**src/rtl/core/smon_pkg.sv**
```systemverilog
// shared types and constants for the silence and stuck energy monitor
// no dependencies; imported by every module of the block
package smon_pkg;

   localparam int SAMPLE_BITS = 16;
   localparam int RUN_BITS    = 16;
   localparam int THRESH_BITS = 16;
   localparam int LIMIT_BITS  = 16;
   localparam int PHASE_BITS  = 8;
   localparam int REPEAT_BITS = 4;
   localparam int EVENT_BITS  = 2;
   localparam int CSR_IDX_BITS  = 2;
   localparam int CSR_DATA_BITS = 16;

   // common widths for the run and peak compares
   localparam int RUN_CMP_BITS  = (RUN_BITS > THRESH_BITS) ? RUN_BITS : THRESH_BITS;
   localparam int PEAK_CMP_BITS = (SAMPLE_BITS > LIMIT_BITS) ? SAMPLE_BITS : LIMIT_BITS;

   localparam logic [PHASE_BITS-1:0]  PHASE_HIT    = 8'h80;
   localparam logic [REPEAT_BITS-1:0] REPEAT_LIMIT = 4'd10;

   localparam logic [CSR_IDX_BITS-1:0] CSR_SILENCE_THRESHOLD  = 2'd0;
   localparam logic [CSR_IDX_BITS-1:0] CSR_QUIET_PEAK_LIMIT   = 2'd1;
   localparam logic [CSR_IDX_BITS-1:0] CSR_STUCK_CHECK_ENABLE = 2'd2;

   localparam logic [THRESH_BITS-1:0]       SILENCE_THRESHOLD_RST = 16'd500;
   localparam logic signed [LIMIT_BITS-1:0] QUIET_PEAK_LIMIT_RST  = 16'sd5;

   typedef enum logic [EVENT_BITS-1:0] {
      EVENT_NONE   = 2'd0,
      EVENT_PAUSE  = 2'd1,
      EVENT_RESUME = 2'd2
   } play_event_type;

   typedef struct packed {
      logic                          energy_valid;
      logic signed [SAMPLE_BITS-1:0] frame_mean;
      logic signed [SAMPLE_BITS-1:0] energy_peak;
   } report_type;

   typedef struct packed {
      play_event_type play_event;
      logic           reset_request;
   } result_type;

   typedef struct packed {
      logic [THRESH_BITS-1:0]       silence_threshold;
      logic signed [LIMIT_BITS-1:0] quiet_peak_limit;
      logic                         stuck_check_enable;
   } cfg_type;

endpackage

```
**src/rtl/core/smon_in_reg.sv**
```systemverilog
// input register of the monitor: holds one accepted report
// depends on smon_pkg
module smon_in_reg (
   input  logic                          clock,
   input  logic                          reset,
   input  logic                          req_valid,
   output logic                          req_ready,
   input  logic                          req_energy_valid,
   input  logic [smon_pkg::SAMPLE_BITS-1:0] req_frame_mean,
   input  logic [smon_pkg::SAMPLE_BITS-1:0] req_energy_peak,
   input  logic                          advance,
   output logic                          pending,
   output smon_pkg::report_type          report
);
   import smon_pkg::*;

   logic       pend_ff, pend_in;
   report_type report_ff, report_in;
   logic       take;

   assign req_ready = !pend_ff || advance;
   assign take      = req_valid && req_ready;

   always_comb begin
      pend_in   = pend_ff;
      report_in = report_ff;
      if (take) begin
         pend_in                = 1'b1;
         report_in.energy_valid = req_energy_valid;
         report_in.frame_mean   = req_frame_mean;
         report_in.energy_peak  = req_energy_peak;
      end else if (advance) begin
         pend_in = 1'b0;
      end
   end

   always_ff @(posedge clock) begin
      if (reset) begin
         pend_ff <= 1'b0;
      end else begin
         pend_ff <= pend_in;
      end
      report_ff <= report_in;
   end

   assign pending = pend_ff;
   assign report  = report_ff;

endmodule

```
**src/rtl/core/smon_track.sv**
```systemverilog
// quiet run, stuck sample and halt state with the per-report decision logic
// depends on smon_pkg
module smon_track (
   input  logic                 clock,
   input  logic                 reset,
   input  logic                 advance,
   input  smon_pkg::report_type report,
   input  smon_pkg::cfg_type    cfg,
   output smon_pkg::result_type result
);
   import smon_pkg::*;

   logic [PHASE_BITS-1:0]  tick_phase_ff, tick_phase_in;
   logic [RUN_BITS-1:0]    quiet_run_ff, quiet_run_in;
   logic [SAMPLE_BITS-1:0] last_mean_ff, last_mean_in;
   logic [SAMPLE_BITS-1:0] last_peak_ff, last_peak_in;
   logic [REPEAT_BITS-1:0] repeat_run_ff, repeat_run_in;
   logic                   halted_ff, halted_in;

   logic                   active;
   logic [PHASE_BITS-1:0]  phase_next;
   logic [REPEAT_BITS-1:0] repeat_next;
   logic [RUN_BITS-1:0]    run_inc;
   logic                   sample_hit, match, halt_now, quiet;
   logic signed [PEAK_CMP_BITS-1:0] peak_cmp, limit_cmp;
   logic [RUN_CMP_BITS-1:0] run_inc_cmp, run_cmp, thresh_cmp;
   play_event_type          event_code;

   assign active      = !halted_ff && report.energy_valid;
   assign phase_next  = tick_phase_ff + 8'd1;
   assign repeat_next = repeat_run_ff + 4'd1;
   assign run_inc     = quiet_run_ff + RUN_BITS'(1);
   assign sample_hit  = cfg.stuck_check_enable && (phase_next == PHASE_HIT);

   // negative samples never match the stored value
   assign match = !report.frame_mean[SAMPLE_BITS-1] && !report.energy_peak[SAMPLE_BITS-1]
                  && (report.frame_mean == last_mean_ff)
                  && (report.energy_peak == last_peak_ff)
                  && (last_mean_ff != '0);
   assign halt_now = sample_hit && match && (repeat_next == REPEAT_LIMIT);

   assign peak_cmp  = $signed(report.energy_peak);
   assign limit_cmp = $signed(cfg.quiet_peak_limit);
   assign quiet     = (report.frame_mean == '0) && (peak_cmp < limit_cmp);

   assign run_inc_cmp = RUN_CMP_BITS'(run_inc);
   assign run_cmp     = RUN_CMP_BITS'(quiet_run_ff);
   assign thresh_cmp  = RUN_CMP_BITS'(cfg.silence_threshold);

   always_comb begin
      tick_phase_in = tick_phase_ff;
      quiet_run_in  = quiet_run_ff;
      last_mean_in  = last_mean_ff;
      last_peak_in  = last_peak_ff;
      repeat_run_in = repeat_run_ff;
      halted_in     = halted_ff;
      event_code    = EVENT_NONE;
      if (active) begin
         if (cfg.stuck_check_enable) begin
            tick_phase_in = phase_next;
         end
         if (sample_hit) begin
            if (match) begin
               repeat_run_in = repeat_next;
               if (halt_now) begin
                  halted_in = 1'b1;
               end
            end else begin
               repeat_run_in = '0;
               last_mean_in  = report.frame_mean;
               last_peak_in  = report.energy_peak;
            end
         end
         if (!halt_now) begin
            if (quiet) begin
               if (!(&quiet_run_ff)) begin
                  quiet_run_in = run_inc;
                  if (run_inc_cmp == thresh_cmp) begin
                     event_code = EVENT_PAUSE;
                  end
               end
            end else begin
               if (run_cmp >= thresh_cmp) begin
                  event_code = EVENT_RESUME;
               end
               quiet_run_in = '0;
            end
         end
      end
   end

   assign result.play_event    = event_code;
   assign result.reset_request = halted_ff || (active && halt_now);

   always_ff @(posedge clock) begin
      if (reset) begin
         tick_phase_ff <= '0;
         quiet_run_ff  <= '0;
         last_mean_ff  <= '0;
         last_peak_ff  <= '0;
         repeat_run_ff <= '0;
         halted_ff     <= 1'b0;
      end else if (advance) begin
         tick_phase_ff <= tick_phase_in;
         quiet_run_ff  <= quiet_run_in;
         last_mean_ff  <= last_mean_in;
         last_peak_ff  <= last_peak_in;
         repeat_run_ff <= repeat_run_in;
         halted_ff     <= halted_in;
      end
   end

endmodule

```
**src/rtl/core/smon_out_reg.sv**
```systemverilog
// result register of the monitor: holds one result until taken
// depends on smon_pkg
module smon_out_reg (
   input  logic                 clock,
   input  logic                 reset,
   input  logic                 load,
   input  smon_pkg::result_type result,
   output logic                 free,
   output logic                 rsp_valid,
   input  logic                 rsp_ready,
   output logic [smon_pkg::EVENT_BITS-1:0] rsp_play_event,
   output logic                 rsp_reset_request
);
   import smon_pkg::*;

   logic       valid_ff, valid_in;
   result_type result_ff, result_in;

   assign free = !valid_ff || rsp_ready;

   always_comb begin
      valid_in  = valid_ff;
      result_in = result_ff;
      if (load) begin
         valid_in  = 1'b1;
         result_in = result;
      end else if (rsp_ready) begin
         valid_in = 1'b0;
      end
   end

   always_ff @(posedge clock) begin
      if (reset) begin
         valid_ff <= 1'b0;
      end else begin
         valid_ff <= valid_in;
      end
      result_ff <= result_in;
   end

   assign rsp_valid         = valid_ff;
   assign rsp_play_event    = result_ff.play_event;
   assign rsp_reset_request = result_ff.reset_request;

endmodule

```
**src/rtl/core/silence_and_stuck_energy_monitor.sv**
```systemverilog
// top level of the silence and stuck energy monitor
// depends on smon_pkg, smon_in_reg, smon_track and smon_out_reg
//
//   channel  | direction | handshake            | payload
//   ---------+-----------+----------------------+-------------------------------------
//   req      | in        | req_valid/req_ready  | energy_valid, frame_mean, energy_peak
//   rsp      | out       | rsp_valid/rsp_ready  | play_event, reset_request
//   csr      | in        | csr_write_enable     | csr_index, csr_write_data
//
// one item per cycle sustained while rsp is not stalled; the result is offered on rsp
// once the item has passed from the input register through the decision logic into the result register
// reset: synchronous, clears handshake state, the three registers to their defaults
// and all tracking state; the halt is cleared only by reset
// a stalled rsp holds the result register, the input register fills behind it
// and req_ready drops only when both are occupied
module silence_and_stuck_energy_monitor (
   input  logic                              clock,
   input  logic                              reset,
   input  logic                              req_valid,
   output logic                              req_ready,
   input  logic                              req_energy_valid,
   input  logic [smon_pkg::SAMPLE_BITS-1:0]  req_frame_mean,
   input  logic [smon_pkg::SAMPLE_BITS-1:0]  req_energy_peak,
   output logic                              rsp_valid,
   input  logic                              rsp_ready,
   output logic [smon_pkg::EVENT_BITS-1:0]   rsp_play_event,
   output logic                              rsp_reset_request,
   input  logic                              csr_write_enable,
   input  logic [smon_pkg::CSR_IDX_BITS-1:0] csr_index,
   input  logic [smon_pkg::CSR_DATA_BITS-1:0] csr_write_data
);
   import smon_pkg::*;

   // configuration registers
   cfg_type    cfg_ff, cfg_in;

   // pipeline hand-over
   logic       pending;
   logic       out_free;
   logic       advance;
   report_type report;
   result_type result;

   always_comb begin
      cfg_in = cfg_ff;
      if (csr_write_enable) begin
         case (csr_index)
            CSR_SILENCE_THRESHOLD:  cfg_in.silence_threshold  = csr_write_data;
            CSR_QUIET_PEAK_LIMIT:   cfg_in.quiet_peak_limit   = csr_write_data;
            CSR_STUCK_CHECK_ENABLE: cfg_in.stuck_check_enable = csr_write_data[0];
            default:                cfg_in = cfg_ff;   // unmapped index, write dropped
         endcase
      end
   end

   always_ff @(posedge clock) begin
      if (reset) begin
         cfg_ff.silence_threshold  <= SILENCE_THRESHOLD_RST;
         cfg_ff.quiet_peak_limit   <= QUIET_PEAK_LIMIT_RST;
         cfg_ff.stuck_check_enable <= 1'b0;
      end else begin
         cfg_ff <= cfg_in;
      end
   end

   // an item leaves the input register when the result register can take it
   assign advance = pending && out_free;

   smon_in_reg u_in_reg (
      .clock            (clock),
      .reset            (reset),
      .req_valid        (req_valid),
      .req_ready        (req_ready),
      .req_energy_valid (req_energy_valid),
      .req_frame_mean   (req_frame_mean),
      .req_energy_peak  (req_energy_peak),
      .advance          (advance),
      .pending          (pending),
      .report           (report)
   );

   // state commits on the same edge that loads the result
   smon_track u_track (
      .clock  (clock),
      .reset  (reset),
      .advance(advance),
      .report (report),
      .cfg    (cfg_ff),
      .result (result)
   );

   smon_out_reg u_out_reg (
      .clock             (clock),
      .reset             (reset),
      .load              (advance),
      .result            (result),
      .free              (out_free),
      .rsp_valid         (rsp_valid),
      .rsp_ready         (rsp_ready),
      .rsp_play_event    (rsp_play_event),
      .rsp_reset_request (rsp_reset_request)
   );

endmodule

```
**config.mk**
```make
export PLATFORM = sky130hd
export DESIGN_NAME = silence_and_stuck_energy_monitor
export DESIGN_NICKNAME = d
export VERILOG_FILES = /design/src/rtl/core/smon_pkg.sv /design/src/rtl/core/smon_in_reg.sv /design/src/rtl/core/smon_track.sv /design/src/rtl/core/smon_out_reg.sv /design/src/rtl/core/silence_and_stuck_energy_monitor.sv
export SDC_FILE = /design/constraint.sdc
export NUM_CORES = 1
export LEC_CHECK = 0
export BUFFER_PORTS_ARGS = -buffer_cell sky130_fd_sc_hd__buf_2
export CAP_MARGIN = 20
export CORE_MARGIN = 3
export CORE_UTILIZATION = 60
export CTS_CLUSTER_SIZE = 8
export DETAILED_ROUTE_END_ITERATION = 8
export PLACE_DENSITY_LB_ADDON = 0.15
export SYNTH_ARGS = -nofsm -noshare
export SYNTH_HDL_FRONTEND = slang
export SYNTH_SLANG_ARGS = --single-unit
export TNS_END_PERCENT = 5
```
**constraint.sdc**
```tcl
create_clock -name clock -period 3.4 [get_ports clock]
set_clock_uncertainty 0.05 [all_clocks]
set_input_delay 0 -clock clock [delete_from_list [all_inputs] [get_ports clock]]
set_output_delay 0 -clock clock [all_outputs]
set_load 0.02 [all_outputs]
```
==> flow_metrics.py <==
metrics = {
    "synthesis": {
        "synth_area_leaders": "dfxtp_1 (29%), edfxtp_1 (16%), ha_1 (6.6%)",
        "synth_nets": 793,
        "yosys.area.top_type": "dfxtp_1",
        "synthCells": 702,
        "synth-seq-cells": 132,
        "yosysSeqAreaShare_pct": 45.0,
        "synth_top_area_share_pct": 28.8,
        "synth-edff-count": 36,
        "syn_area_per_cell_um2": 9.51,
        "async_reset_ff_share_pct": 0,
        "netlist_area_um2": 6670,
        "ys.flop_type": "dfxtp_1",
        "synth_cell_types": 62,
        "yosysWarnings": 0,
    },
    "layout": {
        "design_area_um2": 8280,
        "fin_util_pct": 78.4,
        "layout_commonest_cell": "dfxtp_1",
        "area_growth_pct": 24.1,
        "final_nets": 914,
        "n_fill_cell": 655,
        "drive_gt1_share_pct": 13.2,
        "most-common-layout-cells": "dfxtp_1 (96), nand2_1 (82), nor2_1 (68)",
        "num_antenna_cells": 0,
    },
    "setup_path": {
        "startpoint_type": "flop",
        "arrival_ns": 3.29,
        "required_ns": 3.82,
        "worstSetupPathType": "reg2reg",
        "worstPathMaxFanout": 10,
        "cp-end-kind": "flop",
        "reg2reg_depth": 8,
    },
    "pwr": {
        "powerDensity_nw_per_um2": 458,
        "total_leakage_power_nw": 3.20,
        "ir_drop_v": 0.000484,
    },
    "routing": {
        "routed_wl_um": 17300,
        "drtAntennaViolNets": 0,
        "vias": 5696,
        "drc": 0,
        "viasPerCell": 5.86,
        "dr.first_iter.drc_count": 368,
        "firstDrtPassIters": 5,
        "wl_per_cell_um": 17.8,
    },
    "floorplanning": {
        "die_y_um": 111,
        "core_area_um2": 10600,
        "pin_count": 61,
        "row_count": 37,
        "initial_core_util_pct": 63.2,
        "dieArea_um2": 12400,
        "dieWidth_um": 111,
    },
    "placed_design": {
        "hpwl_um": 10600,
        "place_area_um2": 7070,
        "gp_congestion": 0.883,
        "port_buffers": 60,
    },
    "global_routing": {
        "grt_overflow": 0,
        "grt_max_degree": 60,
        "met2_usage_pct": 49.6,
        "grt_util_met1_pct": 33.6,
        "grt_busiest_layer": "met2",
        "grt_pass1_wl_um": 28600,
        "grt_pass1_vias": 5882,
        "antenna_found_initial": 0,
        "track_usage_pct": 28.6,
        "met3_usage_pct": 5.49,
    },
    "sta": {
        "fin_crit_sh_pct": 84.4,
        "worst_slew_pin_slew_ns": 0.833,
        "min_period_ns": 2.87,
        "setup_tns_ns": 0,
        "relSlewSlack_pct": 44.4,
        "rsz0062_at_grt": "false",
        "drv_slew": 0,
        "finalHoldViolCount": 0,
        "fmax_mhz": 349,
        "setup_viol_count_final": 0,
    },
    "cts": {
        "numClockSinks": 132,
        "cts_buffers": 17,
        "cts.clk_slew.worst_paths_ns": 0.06,
        "clock_latency_ns": 0.53,
        "h-tree-depth": 4,
        "clk_path_buf_depth": 2,
        "cts_tree": "yes",
        "cts_root_buffer": "clkbuf_8",
    },
    "worst_hold_path": {
        "whs_path_depth": 2,
        "hold_class": "in2reg",
    },
    "flow_run": {
        "maxCapViolCount": 0,
    },
    "status": {
        "run_status": "finished clean",
    },
}
[final cells by class]
type	instances	area (um2)	area share, %
clock buffer	21	460	5.56
clock inverter	11	130	1.57
inverter	37	139	1.68
multi-input combinational	507	3400	41.1
sequential	132	3000	36.3
tap	136	170	2.06
timing repair buffer	128	971	11.7
[registers in the layout, summed over array words and instances (netlist names)]
name	count
u_track.halted_ff	1
cfg_ff	33
u_out_reg.rsp_reset_request	1
u_out_reg.rsp_play_event	2
u_track.tick_phase_ff	8
u_in_reg.pending	1
u_in_reg.report	33
u_out_reg.rsp_valid	1
u_track.last_peak_ff	16
u_track.last_mean_ff	16
u_track.quiet_run_ff	16
u_track.repeat_run_ff	4
[cell families (layout without fill, tap and decap cells)]
family,after synthesis,in the layout,synth area share (%)
muxes,35,35,5.31
and+or+nand+nor,260,260,19.6
adders and majority gates,35,35,6.56
AOI/OAI and AO/OA,115,115,11.3
DFF,132,132,45.0
xor gates and xnor gates,62,62,8.14
buffers and inverters,63,197,4.05
[power by group]
part / total [mW] / internal (mW) / leakage (nW) / switching, mW
combinational: 0.261 / 0.127 / 1.79 / 0.134
sequential: 1.70 / 1.66 / 1.13 / 0.0379
clock: 1.83 / 1.17 / 0.283 / 0.662
[critical path, stage by stage, from the launching register on]
cell and delay, ns:
edfxtp_1 0.44, xnor2_1 0.30, nand4_1 0.19, nor4_1 0.67
and4b_1 0.42, nor2_1 0.21, buf_4 0.23, o21ai_0 0.11
a32o_1 0.19
[metal layers]
layer | part of all wire (%) | routed length (um)
met3 | 5.2 | 897
met5 | 0 | 0
met2 | 51 | 8850
met1 | 40 | 6870
met4 | 3.8 | 650
[cells in the mapped netlist (12+ instances only)]
master    count
dfxtp_1      96
nand2_1      82
nor2_1       68
a21oi_1      46
xnor2_1      41
inv_1        37
edfxtp_1     36
ha_1         35
mux2i_1      34
xor2_1       21
o21ai_0      18
nor4_1       17
clkbuf_1     15
nor3_1       15
nand4_1      14
nand3_1      13
a32o_1       12
[metrics by stage]
step	cells	total power, mW	hold slack [ns]	setup slack [ns]
4_1_cts	970	3.77	0.116	0.337
5_1_grt	972	3.90	0.124	0.453
6_report	972	3.79	0.129	0.532
3_5_place_dp	879	1.93	0.128	0.386
3_3_place_gp	879	1.92	0.127	0.505
2_1_floorplan	702	1.84	0.0489	1.03
[path summary, 6_finish.rpt]
path                                    startpoint                       end  slack, ns
worst min-delay path            req_frame_mean[13]       u_in_reg.report[29]       0.13
worst min register to register          cfg_ff[13]                cfg_ff[13]       0.41
worst max-delay path            u_in_reg.report[1]  u_track.quiet_run_ff[10]       0.53
worst max register to register  u_in_reg.report[1]  u_track.quiet_run_ff[10]       0.53
[what timing repair did]
action	CTS	global route
hold buffers	59	0
setup endpoints to repair	0	0
resized for setup	0	0
buffers inserted	0	0
endpoints found under the hold margin	80	0
(Power assumes the default switching activity.)
